[config.mk]
export PLATFORM = sky130hd
export DESIGN_NAME = jpeg_quality_quantizer_unit
export DESIGN_NICKNAME = d
export VERILOG_FILES = /design/src/rtl/jqq_pkg.sv /design/src/rtl/jqq_divisor.sv /design/src/rtl/jqq_div_pipe.sv /design/src/rtl/jpeg_quality_quantizer_unit.sv
export SDC_FILE = /design/constraint.sdc
export NUM_CORES = 1
export LEC_CHECK = 0
export ABC_AREA = 1
export BUFFER_PORTS_ARGS = -buffer_cell sky130_fd_sc_hd__buf_4
export CAP_MARGIN = 20
export CORE_MARGIN = 5
export CORE_UTILIZATION = 40
export DETAILED_ROUTE_END_ITERATION = 10
export GPL_TIMING_DRIVEN = 0
export REMOVE_ABC_BUFFERS = 1
export SYNTH_ARGS = -nofsm -noshare
export SYNTH_HDL_FRONTEND = slang
export SYNTH_SLANG_ARGS = --single-unit
[constraint.sdc]
create_clock -name clk -period 6.4 [get_ports clk]
set_input_delay 0 -clock clk [delete_from_list [all_inputs] [get_ports clk]]
set_output_delay 0 -clock clk [all_outputs]
set_load 0.01 [all_outputs]
[src/rtl/jqq_pkg.sv]
// Package for the JPEG quality quantizer: widths, payload types, base tables, scale rule.
package jqq_pkg;

    localparam int BLOCK_SIZE   = 64;
    localparam int IDX_W        = $clog2(BLOCK_SIZE);
    localparam int COEF_W       = 16;
    localparam int QUANT_W      = 12;
    localparam int DIV_W        = 8;
    localparam int QUAL_W       = 7;
    localparam int SCALE_W      = 13;
    localparam int BASE_W       = 7;
    localparam int PROD_W       = BASE_W + SCALE_W;
    localparam int NUM_W        = 12;
    localparam int REC100_W     = 13;
    localparam int REC100       = 5243;
    localparam int REC100_SHIFT = 19;
    localparam int X_W          = 15;
    localparam int ROUND_100    = 50;
    localparam int SAT_LIMIT    = 25600;
    localparam int QUAL_RESET   = 50;
    localparam int QUANT_MAX    = 2047;

    typedef struct packed {
        logic signed [COEF_W-1:0] coefficient;
        logic [IDX_W-1:0]         coef_index;
        logic                     is_chroma;
    } coef_in_t;

    typedef struct packed {
        logic signed [QUANT_W-1:0] quantized_value;
        logic [DIV_W-1:0]          divisor_used;
    } quant_out_t;

    // Sign, magnitude and scaled divisor of one coefficient on its way to the divider.
    typedef struct packed {
        logic              neg;
        logic [COEF_W-1:0] mag;
        logic [DIV_W-1:0]  divisor;
    } front_t;

    localparam logic [BASE_W-1:0] LUM_BASE [BLOCK_SIZE] = '{
        7'd16, 7'd11, 7'd10, 7'd16, 7'd24, 7'd40, 7'd51, 7'd61,
        7'd12, 7'd12, 7'd14, 7'd19, 7'd26, 7'd58, 7'd60, 7'd55,
        7'd14, 7'd13, 7'd16, 7'd24, 7'd40, 7'd57, 7'd69, 7'd56,
        7'd14, 7'd17, 7'd22, 7'd29, 7'd51, 7'd87, 7'd80, 7'd62,
        7'd18, 7'd22, 7'd37, 7'd56, 7'd68, 7'd109, 7'd103, 7'd77,
        7'd24, 7'd35, 7'd55, 7'd64, 7'd81, 7'd104, 7'd113, 7'd92,
        7'd49, 7'd64, 7'd78, 7'd87, 7'd103, 7'd121, 7'd120, 7'd101,
        7'd72, 7'd92, 7'd95, 7'd98, 7'd112, 7'd100, 7'd103, 7'd99
    };

    localparam logic [BASE_W-1:0] CHR_BASE [BLOCK_SIZE] = '{
        7'd17, 7'd18, 7'd24, 7'd47, 7'd99, 7'd99, 7'd99, 7'd99,
        7'd18, 7'd21, 7'd26, 7'd66, 7'd99, 7'd99, 7'd99, 7'd99,
        7'd24, 7'd26, 7'd56, 7'd99, 7'd99, 7'd99, 7'd99, 7'd99,
        7'd47, 7'd66, 7'd99, 7'd99, 7'd99, 7'd99, 7'd99, 7'd99,
        7'd99, 7'd99, 7'd99, 7'd99, 7'd99, 7'd99, 7'd99, 7'd99,
        7'd99, 7'd99, 7'd99, 7'd99, 7'd99, 7'd99, 7'd99, 7'd99,
        7'd99, 7'd99, 7'd99, 7'd99, 7'd99, 7'd99, 7'd99, 7'd99,
        7'd99, 7'd99, 7'd99, 7'd99, 7'd99, 7'd99, 7'd99, 7'd99
    };

    function automatic logic [BASE_W-1:0] base_entry(input logic chroma,
                                                     input logic [IDX_W-1:0] idx);
        return chroma ? CHR_BASE[idx] : LUM_BASE[idx];
    endfunction

    // Quality scaling: 5000/q below 50, otherwise 200-2q; quality clamped to 1..100.
    function automatic logic [SCALE_W-1:0] scale_of(input logic [QUAL_W-1:0] q);
        logic [QUAL_W-1:0]  qc;
        logic [SCALE_W-1:0] s;
        qc = q;
        if (q == '0)
        begin
            qc = QUAL_W'(1);
        end
        else if (q > QUAL_W'(100))
        begin
            qc = QUAL_W'(100);
        end
        case (qc)
            7'd1:    s = 13'd5000;
            7'd2:    s = 13'd2500;
            7'd3:    s = 13'd1666;
            7'd4:    s = 13'd1250;
            7'd5:    s = 13'd1000;
            7'd6:    s = 13'd833;
            7'd7:    s = 13'd714;
            7'd8:    s = 13'd625;
            7'd9:    s = 13'd555;
            7'd10:   s = 13'd500;
            7'd11:   s = 13'd454;
            7'd12:   s = 13'd416;
            7'd13:   s = 13'd384;
            7'd14:   s = 13'd357;
            7'd15:   s = 13'd333;
            7'd16:   s = 13'd312;
            7'd17:   s = 13'd294;
            7'd18:   s = 13'd277;
            7'd19:   s = 13'd263;
            7'd20:   s = 13'd250;
            7'd21:   s = 13'd238;
            7'd22:   s = 13'd227;
            7'd23:   s = 13'd217;
            7'd24:   s = 13'd208;
            7'd25:   s = 13'd200;
            7'd26:   s = 13'd192;
            7'd27:   s = 13'd185;
            7'd28:   s = 13'd178;
            7'd29:   s = 13'd172;
            7'd30:   s = 13'd166;
            7'd31:   s = 13'd161;
            7'd32:   s = 13'd156;
            7'd33:   s = 13'd151;
            7'd34:   s = 13'd147;
            7'd35:   s = 13'd142;
            7'd36:   s = 13'd138;
            7'd37:   s = 13'd135;
            7'd38:   s = 13'd131;
            7'd39:   s = 13'd128;
            7'd40:   s = 13'd125;
            7'd41:   s = 13'd121;
            7'd42:   s = 13'd119;
            7'd43:   s = 13'd116;
            7'd44:   s = 13'd113;
            7'd45:   s = 13'd111;
            7'd46:   s = 13'd108;
            7'd47:   s = 13'd106;
            7'd48:   s = 13'd104;
            7'd49:   s = 13'd102;
            default: s = SCALE_W'(200 - 2 * int'(qc));
        endcase
        return s;
    endfunction

endpackage

[src/rtl/jqq_divisor.sv]
// Two-stage front end: table lookup and quality scaling, then divide by 100 and clamp.
module jqq_divisor
    import jqq_pkg::*;
(
    input  logic               clk,
    input  logic               rst_n,
    input  logic [SCALE_W-1:0] scale,
    input  logic               in_valid,
    output logic               in_ready,
    input  coef_in_t           in_data,
    output logic               out_valid,
    input  logic               out_ready,
    output front_t             out_data
);

    logic                     s1_valid_reg;
    logic                     s1_neg_reg;
    logic [COEF_W-1:0]        s1_mag_reg;
    logic [PROD_W-1:0]        s1_prod_reg;
    logic                     s2_valid_reg;
    front_t                   s2_data_reg;

    logic                     s1_ready;
    logic                     s2_ready;
    logic                     s1_neg_next;
    logic [COEF_W-1:0]        s1_mag_next;
    logic [PROD_W-1:0]        s1_prod_next;
    logic [PROD_W-1:0]        x_sum;
    logic [X_W+REC100_W-1:0]  x_mul;
    logic [DIV_W-1:0]         div_next;

    assign s2_ready = !s2_valid_reg || out_ready;
    assign s1_ready = !s1_valid_reg || s2_ready;
    assign in_ready = s1_ready;

    always_comb
    begin
        s1_neg_next  = in_data.coefficient[COEF_W-1];
        s1_mag_next  = s1_neg_next ? (~in_data.coefficient + 1'b1) : in_data.coefficient;
        s1_prod_next = PROD_W'(base_entry(in_data.is_chroma, in_data.coef_index))
                       * PROD_W'(scale);
    end

    // Division by 100 is a reciprocal multiply, exact for every sum below the clamp limit.
    always_comb
    begin
        x_sum = s1_prod_reg + PROD_W'(ROUND_100);
        x_mul = x_sum[X_W-1:0] * REC100_W'(REC100);
        if (x_sum >= PROD_W'(SAT_LIMIT))
        begin
            div_next = '1;
        end
        else
        begin
            div_next = x_mul[REC100_SHIFT +: DIV_W];
        end
        if (div_next == '0)
        begin
            div_next = DIV_W'(1);
        end
    end

    always_ff @(posedge clk or negedge rst_n)
    begin
        if (!rst_n)
        begin
            s1_valid_reg <= 1'b0;
            s2_valid_reg <= 1'b0;
        end
        else
        begin
            if (s1_ready)
            begin
                s1_valid_reg <= in_valid;
            end
            if (s2_ready)
            begin
                s2_valid_reg <= s1_valid_reg;
            end
        end
    end

    always_ff @(posedge clk)
    begin
        if (s1_ready)
        begin
            s1_neg_reg  <= s1_neg_next;
            s1_mag_reg  <= s1_mag_next;
            s1_prod_reg <= s1_prod_next;
        end
        if (s2_ready)
        begin
            s2_data_reg.neg     <= s1_neg_reg;
            s2_data_reg.mag     <= s1_mag_reg;
            s2_data_reg.divisor <= div_next;
        end
    end

    assign out_valid = s2_valid_reg;
    assign out_data  = s2_data_reg;

endmodule

[src/rtl/jqq_div_pipe.sv]
// Rounded magnitude divide, one quotient bit per stage, sign, positive saturation.
module jqq_div_pipe
    import jqq_pkg::*;
(
    input  logic       clk,
    input  logic       rst_n,
    input  logic       in_valid,
    output logic       in_ready,
    input  front_t     in_data,
    output logic       out_valid,
    input  logic       out_ready,
    output quant_out_t out_data
);

    // Stage 0 forms the rounded dividend, stages 1..NUM_W each resolve one bit,
    // the last stage applies the sign.
    localparam int STAGES = NUM_W + 2;
    localparam int FMT    = NUM_W + 1;

    logic [STAGES-1:0] vld_reg;
    logic [STAGES:0]   rdy;

    logic [NUM_W-1:0]  num_reg [NUM_W+1];
    logic [DIV_W-1:0]  rem_reg [NUM_W+1];
    logic [DIV_W-1:0]  dvs_reg [NUM_W+1];
    logic              neg_reg [NUM_W+1];
    quant_out_t        out_reg;

    logic [COEF_W-1:0] sum_next;
    logic [NUM_W-1:0]  quo;
    logic [QUANT_W-1:0] res_next;

    assign rdy[STAGES] = out_ready;

    genvar s;
    generate
        for (s = 0; s < STAGES; s++)
        begin : g_rdy
            assign rdy[s] = !vld_reg[s] || rdy[s+1];
        end
    endgenerate

    assign in_ready = rdy[0];

    always_ff @(posedge clk or negedge rst_n)
    begin
        if (!rst_n)
        begin
            vld_reg <= '0;
        end
        else
        begin
            if (rdy[0])
            begin
                vld_reg[0] <= in_valid;
            end
            for (int k = 1; k < STAGES; k++)
            begin
                if (rdy[k])
                begin
                    vld_reg[k] <= vld_reg[k-1];
                end
            end
        end
    end

    // Adding 8d before dividing by 16d rounds halves away from zero on the magnitude.
    assign sum_next = in_data.mag + COEF_W'({in_data.divisor, 3'b000});

    always_ff @(posedge clk)
    begin
        if (rdy[0])
        begin
            num_reg[0] <= sum_next[COEF_W-1 -: NUM_W];
            rem_reg[0] <= '0;
            dvs_reg[0] <= in_data.divisor;
            neg_reg[0] <= in_data.neg;
        end
    end

    generate
        for (s = 1; s <= NUM_W; s++)
        begin : g_step
            logic [DIV_W:0]   trial;
            logic             ge;
            logic [DIV_W-1:0] rem_next;
            logic [NUM_W-1:0] num_next;

            // The dividend shifts out at the top while quotient bits shift in below.
            always_comb
            begin
                trial    = {rem_reg[s-1], num_reg[s-1][NUM_W-1]};
                ge       = trial >= {1'b0, dvs_reg[s-1]};
                rem_next = ge ? DIV_W'(trial - {1'b0, dvs_reg[s-1]}) : trial[DIV_W-1:0];
                num_next = {num_reg[s-1][NUM_W-2:0], ge};
            end

            always_ff @(posedge clk)
            begin
                if (rdy[s])
                begin
                    num_reg[s] <= num_next;
                    rem_reg[s] <= rem_next;
                    dvs_reg[s] <= dvs_reg[s-1];
                    neg_reg[s] <= neg_reg[s-1];
                end
            end
        end
    endgenerate

    always_comb
    begin
        quo = num_reg[NUM_W];
        if (neg_reg[NUM_W])
        begin
            res_next = QUANT_W'(~quo + 1'b1);
        end
        else if (quo > NUM_W'(QUANT_MAX))
        begin
            res_next = QUANT_W'(QUANT_MAX);
        end
        else
        begin
            res_next = QUANT_W'(quo);
        end
    end

    always_ff @(posedge clk)
    begin
        if (rdy[FMT])
        begin
            out_reg.quantized_value <= $signed(res_next);
            out_reg.divisor_used    <= dvs_reg[NUM_W];
        end
    end

    assign out_valid = vld_reg[FMT];
    assign out_data  = out_reg;

endmodule

[src/rtl/jpeg_quality_quantizer_unit.sv]
// Throughput: one item per cycle while out_ready stays high; each of the 16 stages
// holds one item and moves on whenever the stage after it is empty or moving, so
// bubbles close up under a stall.
// The divide runs one quotient bit per stage over 12 stages.
// Reset empties every stage and sets the quality back to 50.
module jpeg_quality_quantizer_unit
    import jqq_pkg::*;
(
    input  logic              clk,
    input  logic              rst_n,
    input  logic              cfg_we,
    input  logic [QUAL_W-1:0] cfg_wdata,
    input  logic              in_valid,
    output logic              in_ready,
    input  coef_in_t          in_data,
    output logic              out_valid,
    input  logic              out_ready,
    output quant_out_t        out_data
);

    logic [SCALE_W-1:0] scale_reg;
    logic               mid_valid;
    logic               mid_ready;
    front_t             mid_data;

    // Only the table scale derived from the quality is kept.
    always_ff @(posedge clk or negedge rst_n)
    begin
        if (!rst_n)
        begin
            scale_reg <= scale_of(QUAL_W'(QUAL_RESET));
        end
        else if (cfg_we)
        begin
            scale_reg <= scale_of(cfg_wdata);
        end
    end

    jqq_divisor u_divisor
    (
        .clk       (clk),
        .rst_n     (rst_n),
        .scale     (scale_reg),
        .in_valid  (in_valid),
        .in_ready  (in_ready),
        .in_data   (in_data),
        .out_valid (mid_valid),
        .out_ready (mid_ready),
        .out_data  (mid_data)
    );

    jqq_div_pipe u_div_pipe
    (
        .clk       (clk),
        .rst_n     (rst_n),
        .in_valid  (mid_valid),
        .in_ready  (mid_ready),
        .in_data   (mid_data),
        .out_valid (out_valid),
        .out_ready (out_ready),
        .out_data  (out_data)
    );

endmodule
==> metrics.txt <==
outcome finished clean; DR pass1 iterations 5; Cell Area, Synth 29320 um2; Overflow after GRT 0; Min-Delay Startpoint cfg_wdata[4]; # Max-Cap Violations 0; R2R Setup Slk 310 ps; clock latency on the worst-skew pair slightly below 600 ps; number of library cell types mapped by synthesis 59; relative slew slack between 30% and 40%; critical path type reg2reg; Final #Nets ~3.5k; Clock Path Buffers 3; Core Region 72830 um2; YS warnings 0; share of post-route cells with drive strength above 1 7.196%; largest net degree at the start of global routing 32; sequential share of the synthesized area 47.25%; r2r worst-path depth 27; Max FO, Critical Path 10; clock sink total 466; clock-pin slew on the worst setup and hold paths around 70 ps; Worst R2R Start u_divisor.s1_prod_reg[4]; Startpoint Class register; setup violators final 0; vias in the first global route 19.37k; initial antenna violation count 0; count of pins over their slew limit 0; CTS tree built; Avg Cell Area, Syn 10.00 um2; Mapped Cells 2931; area growth from synthesis to layout 11.77%; GPL Wtd Cong 0.8810; Num CTS Buffers 47; Seq cells post-synth 466; Synth async-reset ratio 6.223%; crit end category register; Detail Route Antenna Nets 0; DRC Markers 0; Least-Margin Pin Slew 1037 ps; FILL cells approximately 7.0k; WL/cell 13.52 um; DRT iter0 DRCs 774; CTS H-tree lvls 2; Min-Delay Path Class in2reg; setup_tns 0 ps; CTS Root Cell clkbuf_16; Synth top area share about 45%; Worst EP required 6720 ps; RSZ-0062 raised after global routing yes; skew final 22.12 ps; Largest register FFs 156; Yosys top cell by area edfxtp_1; total track usage 14.24%; fmax 0.1641 GHz; crit path from u_divisor.s1_prod_reg[4]; via count 18.99k; Final Hold Fails 0; PortBufs 56; Die Width between 200 and 300 um; Top FF cell, synth edfxtp_1; first-pass GRT wire length 93670 um; min Tclk post-route 6094 ps; Cells on Worst Hold Path 4; main area contributors after synthesis edfxtp_1 45%, ha_1 11%, fa_1 8.7%; Die ar. 78800 um2; Initial Util 40.25%; terminus of the critical flop-to-flop path u_divisor.out_data[0]; critical path arrival 6420 ps; Vias/cell 4.697; die height 280.7 um; n_diodes 0; Final Cycle Share 95.22%; detailed placer's ending HPWL 42820 um; hold endpoint scale_reg[10]; Post-Route WL roughly 55000 um; io pins 57; Cell Rows 99; EDFF count, synth 437
-- worst max-delay path, cell delays in order, from the launching register on --
cell,delay (ps)
edfxtp_1,430
nor2_1,180
nand2_1,170
nand2_1,170
xor2_2,530
inv_1,100
ha_1,300
inv_1,40
ha_1,160
o21bai_1,150
ha_1,290
inv_1,40
fa_1,470
inv_1,60
fa_1,560
inv_1,70
fa_1,540
inv_1,50
ha_1,330
nand2_1,120
nor2_2,180
nand3_1,130
or2_2,320
a21o_1,180
nand3_1,100
nor2_1,50
nand3_1,70
nand2_1,60
-- cell families after synthesis --
logic type / count (synthesis) / synth area share [%]
xor+xnor: 121 / 3.615
fa+ha+maj: 382 / 19.58
buf+inv: 585 / 7.593
flops: 466 / 47.25
compound gates: 354 / 6.872
simple gates: 1023 / 15.09
-- through the flow --
step	cell area (um2)	instances	hold slack [ps]	utilization, %	setup WS (ps)
after global placement	30800	3918	-11.39	42.29	-547.5
after global routing	32770	4044	46.90	44.99	-105.0
final	32770	4044	49.31	44.99	305.6
after CTS	32680	4039	2.672	44.87	7.689
after floorplan	29180	2903	-295.6	-	414.8
after detailed placement	30910	3923	-5.429	42.43	-472.3
-- cells in the mapped netlist, drive strengths merged, types with 4 or more instances --
library cell	number
nand2	562
inv	555
edfxtp	437
ha	254
nor2	230
o21ai	180
nand3	130
fa	128
a21oi	97
xor2	82
xnor2	39
nand4	35
nor3	29
dfrtp	26
o211ai	21
a21o	16
or2	16
buf	14
clkbuf	14
a211oi	11
nand3b	6
o21bai	6
a31oi	5
o221ai	4
or3	4
or4	4
-- final cells by class --
class / instances / area (um2) / area share [%]
sequential: 466 / 13850 / 42.28
clock buffer: 55 / 1206 / 3.681
tap: 959 / 1200 / 3.662
clock inverter: 31 / 215.2 / 0.6568
timing repair buffer: 96 / 878.3 / 2.681
inverter: 557 / 2091 / 6.381
multi-input combinational: 1880 / 13320 / 40.66
-- worst max path at each step --
stage          slack, ps  depth (start not counted)                         to
2_1_floorplan        410                         24      u_divisor.out_data[0]
5_1_grt             -100                         29      u_divisor.out_data[0]
6_report             310                         27      u_divisor.out_data[0]
4_1_cts                8                         24      u_divisor.out_data[0]
3_5_place_dp        -470                         28      u_divisor.out_data[0]
3_3_place_gp        -550                         13  u_divisor.s1_prod_reg[19]
-- metal layers --
| metal | GRT usage [%] | vias up | share of wire (%) |
|---|---|---|---|
| met3 | 2.201 | 89 | 4.3 |
| met2 | 25.11 | 294 | 49 |
| met4 | 3.528 | 0 | 2.3 |
| met1 | 18.49 | 8716 | 45 |
| met5 | 0 | - | 0 |
| li1 | - | 9894 | - |
-- placed cells by master, fill, tap and decap left out, types with 13 or more instances in the layout --
cell / count
a21o_1: 16
a21oi_1: 95
buf_4: 61
clkbuf_16: 47
clkinv_2: 14
dfrtp_1: 26
dlygate4sd3_1: 28
edfxtp_1: 437
fa_1: 128
ha_1: 254
inv_1: 546
nand2_1: 547
nand2_2: 13
nand3_1: 126
nand4_1: 34
nor2_1: 212
nor3_1: 26
o211ai_1: 16
o21ai_0: 167
or2_2: 16
xnor2_1: 37
xor2_1: 80
-- what timing repair did --
item / in CTS / in global routing
setup buffers: 1 / 4
resized for setup: 6 / 9
hold buffers: 29 / 0
setup endpoints to repair: 8 / 29
pin swaps: 0 / 1
hold endpoints to repair: 57 / 0
Power is not shown: default switching activity piles up to over one toggle a cycle in this logic, so the estimate is an artifact.
